$ cat config.mk
export PLATFORM = sky130hd
export DESIGN_NAME = prefix_stack_calculator_flat
export DESIGN_NICKNAME = d
export VERILOG_FILES = /design/src/rtl/psc_pkg.sv /design/src/rtl/psc_if.sv /design/src/rtl/prefix_stack_calculator.sv /design/src/rtl/psc_alu.sv /design/src/flat_wrapper.sv
export SDC_FILE = /design/constraint.sdc
export NUM_CORES = 2
export LEC_CHECK = 0
export ABC_AREA = 1
export BUFFER_PORTS_ARGS = -buffer_cell sky130_fd_sc_hd__buf_2
export CORE_ASPECT_RATIO = 2
export CORE_MARGIN = 1
export CORE_UTILIZATION = 30
export CTS_CLUSTER_SIZE = 28
export DETAILED_ROUTE_END_ITERATION = 8
export PLACE_DENSITY = 0.42
export SLEW_MARGIN = 40
export SYNTH_ARGS = -nofsm -noshare
export SYNTH_HDL_FRONTEND = slang
export SYNTH_SLANG_ARGS = --single-unit
export TNS_END_PERCENT = 20
$ cat constraint.sdc
create_clock -name clk -period 10.66 [get_ports clk]
set_input_delay 2.132 -clock clk [delete_from_list [all_inputs] [get_ports clk]]
set_output_delay 2.132 -clock clk [all_outputs]
set_load 0.02 [all_outputs]
$ cat src/rtl/psc_pkg.sv
// Shared types and constants of the prefix stack calculator.
package psc_pkg;

  localparam int STACK_DEPTH = 16;
  localparam int PTR_W       = $clog2(STACK_DEPTH);
  localparam int CNT_W       = $clog2(STACK_DEPTH + 1);
  localparam int DATA_W      = 32;
  localparam int FRAC_W      = 16;
  localparam int DIV_STEPS   = DATA_W;
  localparam int DSTEP_W     = $clog2(DIV_STEPS);

  localparam logic [DATA_W-1:0] FX_MAX = {1'b0, {(DATA_W-1){1'b1}}};
  localparam logic [DATA_W-1:0] FX_MIN = {1'b1, {(DATA_W-1){1'b0}}};

  typedef logic signed [DATA_W-1:0] fx_t;
  typedef logic [CNT_W-1:0]         cnt_t;
  typedef logic [PTR_W-1:0]         ptr_t;

  typedef enum logic [1:0] {
    ACT_PUSH  = 2'd0,
    ACT_APPLY = 2'd1,
    ACT_END   = 2'd2
  } action_t;

  typedef enum logic [2:0] {
    OP_ADD = 3'd0,
    OP_SUB = 3'd1,
    OP_MUL = 3'd2,
    OP_DIV = 3'd3
  } op_t;

  typedef enum logic [2:0] {
    ST_ACCEPTED = 3'd0,
    ST_DONE     = 3'd1,
    ST_FEW      = 3'd2,
    ST_DIVZERO  = 3'd3,
    ST_BADOP    = 3'd4,
    ST_FULL     = 3'd5,
    ST_BADCOUNT = 3'd6,
    ST_IGNORED  = 3'd7
  } status_t;

  typedef enum logic [1:0] {
    S_IDLE,
    S_DECODE,
    S_BUSY,
    S_OUT
  } seq_state_t;

  typedef enum logic [1:0] {
    AL_IDLE,
    AL_MUL,
    AL_DIV
  } alu_state_t;

  typedef struct packed {
    logic start;
    op_t  op;
  } alu_req_t;

endpackage

$ cat src/rtl/psc_if.sv
// Valid/ready channel interfaces for token and result words.
interface psc_tok_if;
  logic              valid;
  logic              ready;
  logic [1:0]        action;
  logic signed [31:0] operand_value;
  logic [2:0]        op_code;

  modport source (output valid, action, operand_value, op_code, input ready);
  modport sink   (input valid, action, operand_value, op_code, output ready);
endinterface

interface psc_res_if;
  logic              valid;
  logic              ready;
  logic signed [31:0] result_value;
  logic [2:0]        status;

  modport source (output valid, result_value, status, input ready);
  modport sink   (input valid, result_value, status, output ready);
endinterface

$ cat src/rtl/prefix_stack_calculator.sv
// Top level: prefix expression evaluator with operand stack and sequencer.
//
//   channel | role   | fields
//   --------+--------+---------------------------------------
//   tok     | sink   | action, operand_value, op_code
//   res     | source | result_value, status
//
// Each token word yields one result word. A token is accepted only in idle,
// so the next one waits until the last has gone through decode, the ALU if
// needed (divide runs the 32-step radix-2 divider in psc_alu) and output.
// Reset clears stack count and error flag; stack entries are not cleared.
// A result waits in the output register while the next token is accepted;
// a second result stalls the sequencer until res is taken.
module prefix_stack_calculator (
  input logic     clk,
  input logic     rst,
  psc_tok_if.sink tok,
  psc_res_if.source res
);
  import psc_pkg::*;

  seq_state_t state, state_next;

  fx_t  stack_mem [STACK_DEPTH];
  fx_t  top_q, next_q;
  cnt_t count, count_next;
  logic err, err_next;

  action_t t_action;
  fx_t     t_value;
  op_t     t_op;

  status_t r_status, r_status_next;
  fx_t     r_value, r_value_next;

  logic    mem_we;
  ptr_t    mem_waddr;
  fx_t     mem_wdata;
  ptr_t    rd_top, rd_next;

  alu_req_t alu_req;
  logic     alu_done;
  fx_t      alu_result;

  logic    out_valid;
  fx_t     out_value;
  status_t out_status;
  logic    load_out;

  assign tok.ready        = (state == S_IDLE);
  assign res.valid        = out_valid;
  assign res.result_value = out_value;
  assign res.status       = out_status;

  always_comb begin
    rd_top  = ptr_t'(count - cnt_t'(1));
    rd_next = ptr_t'(count - cnt_t'(2));
  end

  always_ff @(posedge clk) begin
    if (mem_we) stack_mem[mem_waddr] <= mem_wdata;
    top_q  <= stack_mem[rd_top];
    next_q <= stack_mem[rd_next];
  end

  psc_alu u_alu (
    .clk    (clk),
    .rst    (rst),
    .req    (alu_req),
    .a      (top_q),
    .b      (next_q),
    .done   (alu_done),
    .result (alu_result)
  );

  always_ff @(posedge clk) begin
    if (rst) begin
      state <= S_IDLE;
    end else begin
      state <= state_next;
    end
  end

  always_comb begin
    state_next    = state;
    count_next    = count;
    err_next      = err;
    r_status_next = r_status;
    r_value_next  = r_value;
    mem_we        = 1'b0;
    mem_waddr     = ptr_t'(count);
    mem_wdata     = t_value;
    alu_req       = '{start: 1'b0, op: t_op};
    load_out      = 1'b0;

    case (state)
      S_IDLE: begin
        if (tok.valid) state_next = S_DECODE;
      end
      S_DECODE: begin
        state_next    = S_OUT;
        r_status_next = ST_IGNORED;
        r_value_next  = '0;
        case (t_action)
          ACT_PUSH: begin
            if (!err) begin
              if (count >= cnt_t'(STACK_DEPTH)) begin
                r_status_next = ST_FULL;
                err_next      = 1'b1;
              end else begin
                mem_we        = 1'b1;
                count_next    = count + cnt_t'(1);
                r_status_next = ST_ACCEPTED;
              end
            end
          end
          ACT_APPLY: begin
            if (!err) begin
              if (count < cnt_t'(2)) begin
                r_status_next = ST_FEW;
                err_next      = 1'b1;
              end else begin
                // both operands are consumed, even on an error
                count_next = count - cnt_t'(2);
                case (t_op)
                  OP_ADD, OP_SUB, OP_MUL: begin
                    alu_req.start = 1'b1;
                    state_next    = S_BUSY;
                  end
                  OP_DIV: begin
                    if (next_q == '0) begin
                      r_status_next = ST_DIVZERO;
                      err_next      = 1'b1;
                    end else begin
                      alu_req.start = 1'b1;
                      state_next    = S_BUSY;
                    end
                  end
                  default: begin
                    r_status_next = ST_BADOP;
                    err_next      = 1'b1;
                  end
                endcase
              end
            end
          end
          ACT_END: begin
            if (err) begin
              r_status_next = ST_IGNORED;
            end else if (count != cnt_t'(1)) begin
              r_status_next = ST_BADCOUNT;
            end else begin
              r_status_next = ST_DONE;
              r_value_next  = top_q;
            end
            count_next = '0;
            err_next   = 1'b0;
          end
          default: r_status_next = ST_IGNORED;
        endcase
      end
      S_BUSY: begin
        if (alu_done) begin
          mem_we        = 1'b1;
          mem_wdata     = alu_result;
          count_next    = count + cnt_t'(1);
          r_status_next = ST_ACCEPTED;
          r_value_next  = '0;
          state_next    = S_OUT;
        end
      end
      S_OUT: begin
        if (!out_valid || res.ready) begin
          load_out   = 1'b1;
          state_next = S_IDLE;
        end
      end
      default: state_next = S_IDLE;
    endcase
  end

  always_ff @(posedge clk) begin
    if (rst) begin
      count     <= '0;
      err       <= 1'b0;
      out_valid <= 1'b0;
    end else begin
      count <= count_next;
      err   <= err_next;
      if (load_out) begin
        out_valid <= 1'b1;
      end else if (res.ready) begin
        out_valid <= 1'b0;
      end
    end
  end

  always_ff @(posedge clk) begin
    r_status <= r_status_next;
    r_value  <= r_value_next;
    if (tok.valid && tok.ready) begin
      t_action <= action_t'(tok.action);
      t_value  <= tok.operand_value;
      t_op     <= op_t'(tok.op_code);
    end
    if (load_out) begin
      out_value  <= r_value;
      out_status <= r_status;
    end
  end

`ifndef ASSERT_OFF
  a_count_range: assert property (@(posedge clk) disable iff (rst)
    count <= cnt_t'(STACK_DEPTH))
    else $error("stack count beyond depth");

  a_accept_decode: assert property (@(posedge clk) disable iff (rst)
    (tok.valid && tok.ready) |=> state == S_DECODE)
    else $error("accepted word not decoded next");

  a_alu_done_busy: assert property (@(posedge clk) disable iff (rst)
    alu_done |-> state == S_BUSY)
    else $error("alu result with no pending operator");

  a_value_only_done: assert property (@(posedge clk) disable iff (rst)
    (out_valid && out_status != ST_DONE) |-> out_value == '0)
    else $error("nonzero value on a non-final result");

  a_load_after_out: assert property (@(posedge clk) disable iff (rst)
    load_out |=> out_valid && state == S_IDLE)
    else $error("result load lost");
`endif

endmodule

$ cat src/rtl/psc_alu.sv
// Shared Q16.16 arithmetic unit: saturating add/sub, multiply, radix-2 divide.
module psc_alu (
  input  logic             clk,
  input  logic             rst,
  input  psc_pkg::alu_req_t req,
  input  psc_pkg::fx_t     a,
  input  psc_pkg::fx_t     b,
  output logic             done,
  output psc_pkg::fx_t     result
);
  import psc_pkg::*;

  alu_state_t state, state_next;

  logic signed [2*DATA_W-1:0] prod;
  logic [DATA_W-1:0]          rem;
  logic [DATA_W-1:0]          dvsr;
  logic [DATA_W-1:0]          shreg;
  logic                       neg;
  logic                       ovf;
  logic [DSTEP_W-1:0]         step;

  logic [DATA_W-1:0] abs_a, abs_b;
  logic [DATA_W:0]   sum;
  logic [DATA_W-1:0] sum_sat;
  logic [DATA_W:0]   trial;
  logic              ge;
  logic [DATA_W-1:0] rem_next;
  logic [DATA_W-1:0] q_final;
  logic [DATA_W-1:0] div_sat;
  logic [DATA_W-1:0] mul_sat;
  logic [DATA_W-FRAC_W:0] prod_hi;

  always_comb begin
    abs_a = a[DATA_W-1] ? (DATA_W'(0) - a) : a;
    abs_b = b[DATA_W-1] ? (DATA_W'(0) - b) : b;

    if (req.op == OP_SUB) begin
      sum = {a[DATA_W-1], a} - {b[DATA_W-1], b};
    end else begin
      sum = {a[DATA_W-1], a} + {b[DATA_W-1], b};
    end
    if (sum[DATA_W] != sum[DATA_W-1]) begin
      sum_sat = sum[DATA_W] ? FX_MIN : FX_MAX;
    end else begin
      sum_sat = sum[DATA_W-1:0];
    end

    // product >>> 16 is floor; saturate when the top bits are not a sign run
    prod_hi = prod[2*DATA_W-1:DATA_W+FRAC_W-1];
    if (prod_hi == '0 || prod_hi == '1) begin
      mul_sat = prod[DATA_W+FRAC_W-1:FRAC_W];
    end else begin
      mul_sat = prod[2*DATA_W-1] ? FX_MIN : FX_MAX;
    end

    trial    = {rem, shreg[DATA_W-1]};
    ge       = trial >= {1'b0, dvsr};
    rem_next = ge ? DATA_W'(trial - {1'b0, dvsr}) : trial[DATA_W-1:0];
    q_final  = {shreg[DATA_W-2:0], ge};

    if (neg) begin
      div_sat = (ovf || q_final > FX_MIN) ? FX_MIN : (DATA_W'(0) - q_final);
    end else begin
      div_sat = (ovf || q_final[DATA_W-1]) ? FX_MAX : q_final;
    end
  end

  always_ff @(posedge clk) begin
    if (rst) begin
      state <= AL_IDLE;
    end else begin
      state <= state_next;
    end
  end

  always_comb begin
    state_next = state;
    case (state)
      AL_IDLE: begin
        if (req.start && req.op == OP_MUL) state_next = AL_MUL;
        if (req.start && req.op == OP_DIV) state_next = AL_DIV;
      end
      AL_MUL:  state_next = AL_IDLE;
      AL_DIV: begin
        if (step == DSTEP_W'(DIV_STEPS - 1)) state_next = AL_IDLE;
      end
      default: state_next = AL_IDLE;
    endcase
  end

  always_ff @(posedge clk) begin
    if (rst) begin
      done <= 1'b0;
    end else begin
      done <= (state == AL_IDLE && req.start &&
               (req.op == OP_ADD || req.op == OP_SUB)) ||
              (state == AL_MUL) ||
              (state == AL_DIV && step == DSTEP_W'(DIV_STEPS - 1));
    end
  end

  always_ff @(posedge clk) begin
    case (state)
      AL_IDLE: begin
        if (req.start) begin
          result <= sum_sat;
          prod   <= a * b;
          neg    <= a[DATA_W-1] ^ b[DATA_W-1];
          // quotient of 2^32 or more: saturate whatever the steps give
          ovf    <= {{FRAC_W{1'b0}}, abs_a} >= {abs_b, {FRAC_W{1'b0}}};
          rem    <= {{FRAC_W{1'b0}}, abs_a[DATA_W-1:FRAC_W]};
          shreg  <= {abs_a[FRAC_W-1:0], {(DATA_W-FRAC_W){1'b0}}};
          dvsr   <= abs_b;
          step   <= '0;
        end
      end
      AL_MUL: result <= mul_sat;
      AL_DIV: begin
        rem   <= rem_next;
        shreg <= q_final;
        step  <= step + 1'b1;
        if (step == DSTEP_W'(DIV_STEPS - 1)) result <= div_sat;
      end
      default: ;
    endcase
  end

endmodule

$ cat src/flat_wrapper.sv
// flat-port wrapper written by rule: the top's interface ports become plain ports
module prefix_stack_calculator_flat import psc_pkg::*;
  (clk, rst, tok_valid, tok_action, tok_operand_value, tok_op_code, tok_ready, res_valid, res_result_value, res_status, res_ready);
  psc_tok_if tok_i ();
  psc_res_if res_i ();
  input logic clk;
  input logic rst;
  input wire logic [$bits(tok_i.valid)-1:0] tok_valid;
  input wire logic [$bits(tok_i.action)-1:0] tok_action;
  input wire logic [$bits(tok_i.operand_value)-1:0] tok_operand_value;
  input wire logic [$bits(tok_i.op_code)-1:0] tok_op_code;
  output wire logic [$bits(tok_i.ready)-1:0] tok_ready;
  output wire logic [$bits(res_i.valid)-1:0] res_valid;
  output wire logic [$bits(res_i.result_value)-1:0] res_result_value;
  output wire logic [$bits(res_i.status)-1:0] res_status;
  input wire logic [$bits(res_i.ready)-1:0] res_ready;
  assign tok_i.valid = tok_valid;
  assign tok_i.action = tok_action;
  assign tok_i.operand_value = tok_operand_value;
  assign tok_i.op_code = tok_op_code;
  assign tok_ready = tok_i.ready;
  assign res_valid = res_i.valid;
  assign res_result_value = res_i.result_value;
  assign res_status = res_i.status;
  assign res_i.ready = res_ready;
  prefix_stack_calculator u_core (.clk(clk), .rst(rst), .tok(tok_i), .res(res_i));
endmodule
==> flow_results.org <==
** Synthesis
- Main synth FF type :: sky130_fd_sc_hd__edfxtp_1
- Post-synthesis instance area :: around 82000 um^2
- Number of unique standard cell types used by synthesis :: between 50 and 60
- Synth Register Bits :: approximately 880
- Of all flip-flops after synthesis, the portion carrying an async set or reset was 0.
- Sequential element share of the synthesized area :: 0.3120
- The number of nets handed over by synthesis was roughly 11000.
- Mean post-synth cell area :: ~8.8 um^2
- Number of flops mapped to enable cells by yosys :: 802
- For this run, the number of Yosys warnings is 0.
- Gate Count Post-Synth :: ~9300

** GRT
- The total overflow left after global routing is 0.
- Initial antenna violation count :: 19
- For this run, the total global-route usage over all layers was measured as 0.2570.
- The first global-routing pass estimated 498800 um of wire.
- Entering global routing, the biggest net connects ~120 pins.
- The via count of the first global-routing pass is ~70000.

** Clock tree
- The clock passes through at most 3 buffers.
- Post-CTS repair timing setup buffer count :: 0
- The later pin in the worst-skew pair is clocked with a latency of ~0.75 ns.
- Count of hold-fix buffers inserted at cts :: 0
- Clock tree from TritonCTS :: built
- Clock net sink count :: just under 900
- Clock tree synthesis selected as its root buffer the cell sky130_fd_sc_hd__clkbuf_16.
- CTS buffer count :: 92
- H-tree Lvls :: 3
- After clock tree synthesis, the repair step resized 0 gates.
- After clock tree synthesis, the clock-pin slew on the worst setup and hold paths is approximately 0.1 ns.

** Floorplanning
- Area of the core :: 272300 um^2
- From bottom edge to top edge, the die measures around 740 um.
- Number of cell rows :: ~270
- In this run the horizontal extent of the chip is about 370 um.
- The initial utilization of the core area, before any placement, comes to 0.3014.
- The die covers about 280000 um^2.
- For this design the top-level I/O count stands at 78.

** Route
- In this run the top signal layer used is met5.
- DRC errors left :: 0
- DR vias :: ~65000
- Met2 wire length :: ~190000 um
- After detailed routing, the met3 layer carries 12480 um of wire.
- Post-detailed-route via-to-cell ratio :: 5.073
- After detailed routing, the wire length on met1 is ~110000 um.
- Before antenna repair, the detailed router went through 6 iterations.
- Wire length per cell after detailed routing :: 27.67 um
- The detail route stage leaves a number of antenna-violating nets equal to 0.
- Violation count after the first detailed-route iteration :: between 4000 and 5000
- Post-Route WL :: approximately 350000 um

** Critical path
- Critical path data arrival time :: between 9 and 10 ns
- By startpoint and endpoint, the worst setup path is classified as reg -> reg.
- The worst setup path is captured at a flip-flop.
- Cell occurring most often along the worst timing path :: sky130_fd_sc_hd__fa_1
- Critical Path RT :: around 11 ns
- Stage delay of the slowest cell on the critical path :: a little under 0.8 ns
- Nature of the critical path startpoint :: flip-flop
- Of all nets on the critical path, the largest fanout is 26.
- Among all stages on the critical path, the largest delay is contributed by sky130_fd_sc_hd__dfxtp_2.

** Finish
- Final net count :: about 11000
- Fraction of layout instances using a drive strength above 1 :: 0.06405
- Number of standard cells in the final layout excluding fillers :: ~13000
- Count of filler cells inserted in the layout :: between 20000 and 30000
- Most frequent cells in the layout :: sky130_fd_sc_hd__inv_1 (1995), sky130_fd_sc_hd__nand2_1 (1737), sky130_fd_sc_hd__fa_1 (1083)
- Leaving out fill and tap cells, the most frequent cell in the layout is sky130_fd_sc_hd__inv_1.
- Relative to the synthesized area, the layout overhead comes to 9.640%.

** STA
- Measured against its own limit, the worst slew margin works out to 0.3835.
- Ratio of final minimum period to clock period :: 0.8556
- The number of hold-slack violations in the final timing report was 0.
- Final worst clock skew :: 0.06196 ns
- Based on the critical path, the design can be clocked at up to about 110 MHz.
- Worst-margin pin slew :: 0.9235 ns
- Sum Neg Setup Slack :: 0 ns
- Setup repair after global routing left no endpoint under its margin.
- After layout, the minimum clock period comes to 9.121 ns.
- The count of final max-slew check failures came to 0.
- Setup violations remaining at the end of the flow were counted as 0.

** Run
- Max Cap Violations :: 0

** Worst hold path
- The path class of the tightest hold or removal check is reg -> reg.

** Outcome
- The run finished with clean final reports.

** Placement
- The wire-length estimate of the detail-placed layout is 271000 um.
- Gpl congestion :: ~0.98
- Counting tap cells, the placed design contains a total of between 10000 and 15000 instances.
- Number of I/O port buffers :: just under 80
metal layers:
| metal | vias up | track usage |
|---|---|---|
| met5 | - | 0 |
| met4 | 4 | 0.2016 |
| met3 | 916 | 0.02604 |
| met2 | 2064 | 0.4924 |
| met1 | 32937 | 0.2455 |
| li1 | 28715 | - |
Yosys cell counts, types with 5 or more instances:
cell,count,area share
sky130_fd_sc_hd__o22ai_1,56,0.0043
sky130_fd_sc_hd__nand3_1,216,0.013
sky130_fd_sc_hd__a21oi_1,506,0.031
sky130_fd_sc_hd__clkbuf_1,428,0.020
sky130_fd_sc_hd__a211oi_1,11,0.0010
sky130_fd_sc_hd__buf_1,85,0.0039
sky130_fd_sc_hd__ha_1,288,0.044
sky130_fd_sc_hd__o21ai_1,12,0.00073
sky130_fd_sc_hd__o21ai_0,731,0.045
sky130_fd_sc_hd__inv_1,2003,0.092
sky130_fd_sc_hd__xor2_1,116,0.012
sky130_fd_sc_hd__a31oi_1,38,0.0029
sky130_fd_sc_hd__nor3_1,26,0.0016
sky130_fd_sc_hd__mux2_2,32,0.0044
sky130_fd_sc_hd__nor4_1,21,0.0016
sky130_fd_sc_hd__a22oi_1,5,0.00046
sky130_fd_sc_hd__or2_2,5,0.00038
sky130_fd_sc_hd__dfxtp_1,76,0.019
sky130_fd_sc_hd__o21a_1,14,0.0013
sky130_fd_sc_hd__nand2_1,1741,0.080
sky130_fd_sc_hd__nand4_1,37,0.0028
sky130_fd_sc_hd__edfxtp_1,802,0.29
sky130_fd_sc_hd__nor2_1,590,0.027
sky130_fd_sc_hd__o211ai_1,114,0.010
sky130_fd_sc_hd__xnor2_1,58,0.0062
sky130_fd_sc_hd__inv_2,5,0.00023
sky130_fd_sc_hd__nor3_2,6,0.00073
sky130_fd_sc_hd__fa_1,1083,0.26
sky130_fd_sc_hd__o221ai_1,93,0.0099
sky130_fd_sc_hd__a21o_1,5,0.00046
sky130_fd_sc_hd__buf_2,14,0.00085
sky130_fd_sc_hd__o21bai_1,9,0.00082
sky130_fd_sc_hd__a221oi_1,6,0.00064
final timing paths:
kind                                          from                               to  slack, ns  cells after the start
setup / recovery         u_core.next_q[24]$_DFF_P_  u_core.u_alu.prod[63]$_DFFE_PP_       1.54                     25
hold / removal    u_core.r_status[0]$_SDFFCE_PP0P_   u_core.res.status[0]$_DFFE_PP_       0.41                      0
setup reg to reg         u_core.next_q[24]$_DFF_P_  u_core.u_alu.prod[63]$_DFFE_PP_       1.54                     25
hold reg to reg   u_core.r_status[0]$_SDFFCE_PP0P_   u_core.res.status[0]$_DFFE_PP_       0.41                      0
logic make-up (layout without fill, tap and decap cells):
family                     Yosys count  in the layout  share of synthesized area
and+or+nand+nor                   2659           2659                     0.1288
buffers and inverters             2539           2436                     0.1165
xor gates and xnor gates           174            174                    0.01857
adders and majority gates         1371           1371                     0.3081
other                                0             11                          0
AOI/OAI and AO/OA                 1627           1627                     0.1111
DFF                                878            878                     0.3120
muxes                               36             36                   0.004879
state kept, by name (all words and copies together), names as in the netlist, 2 cells and up:
register and flops:
u_core.r_status 3, u_core.t_op 3, u_core.next_q 32, u_core.u_alu.rem 32
u_core.res.status 3, u_core.t_action 2, u_core.u_alu.state 2, u_core.state 2
u_core.res.result_value 32, u_core.u_alu.dvsr 32, u_core.stack_mem 512, u_core.u_alu.prod 48
u_core.top_q 32, u_core.r_value 32, u_core.u_alu.result 32, u_core.u_alu.shreg 32
u_core.count 5, u_core.u_alu.step 5, u_core.t_value 32
area by class of cell:
class	instances	area (um^2)	area share
diodes	11	27.53	0.0003059
clock buffers	121	2541	0.02824
clock inverters	51	626.9	0.006966
inverters	2009	7559	0.08400
multi-input cells	5867	47220	0.5248
flip-flops and latches	878	25710	0.2857
well taps	3549	4441	0.04935
repair buffers	255	1859	0.02066
through the flow:
step,cell area (um^2),setup slack [ns],hold slack (ns),util
6_report,89980,1.539,0.4144,0.3305
5_1_grt,89970,1.129,0.4278,0.3304
4_1_cts,89910,1.458,0.4199,0.3302
3_5_place_dp,86740,1.526,0.4061,0.3186
3_3_place_gp,86540,1.522,0.4006,0.3178
2_1_floorplan,82070,2.398,0.4003,-
critical path, delay by kind of cell, from the launching register on:
kind | cells | cell delay (ns)
AO/OA/AOI/OAI | 3 | 0.84
XOR/XNOR | 1 | 0.11
adder cells (fa/ha/maj) | 9 | 4.53
buffers and inverters | 5 | 0.85
flip-flops | 1 | 0.78
AND/OR/NAND/NOR | 7 | 1.61
Power is left out: the tool's default activity adds up to more than one toggle a clock period on the data nets, which glitch-free logic cannot reach.
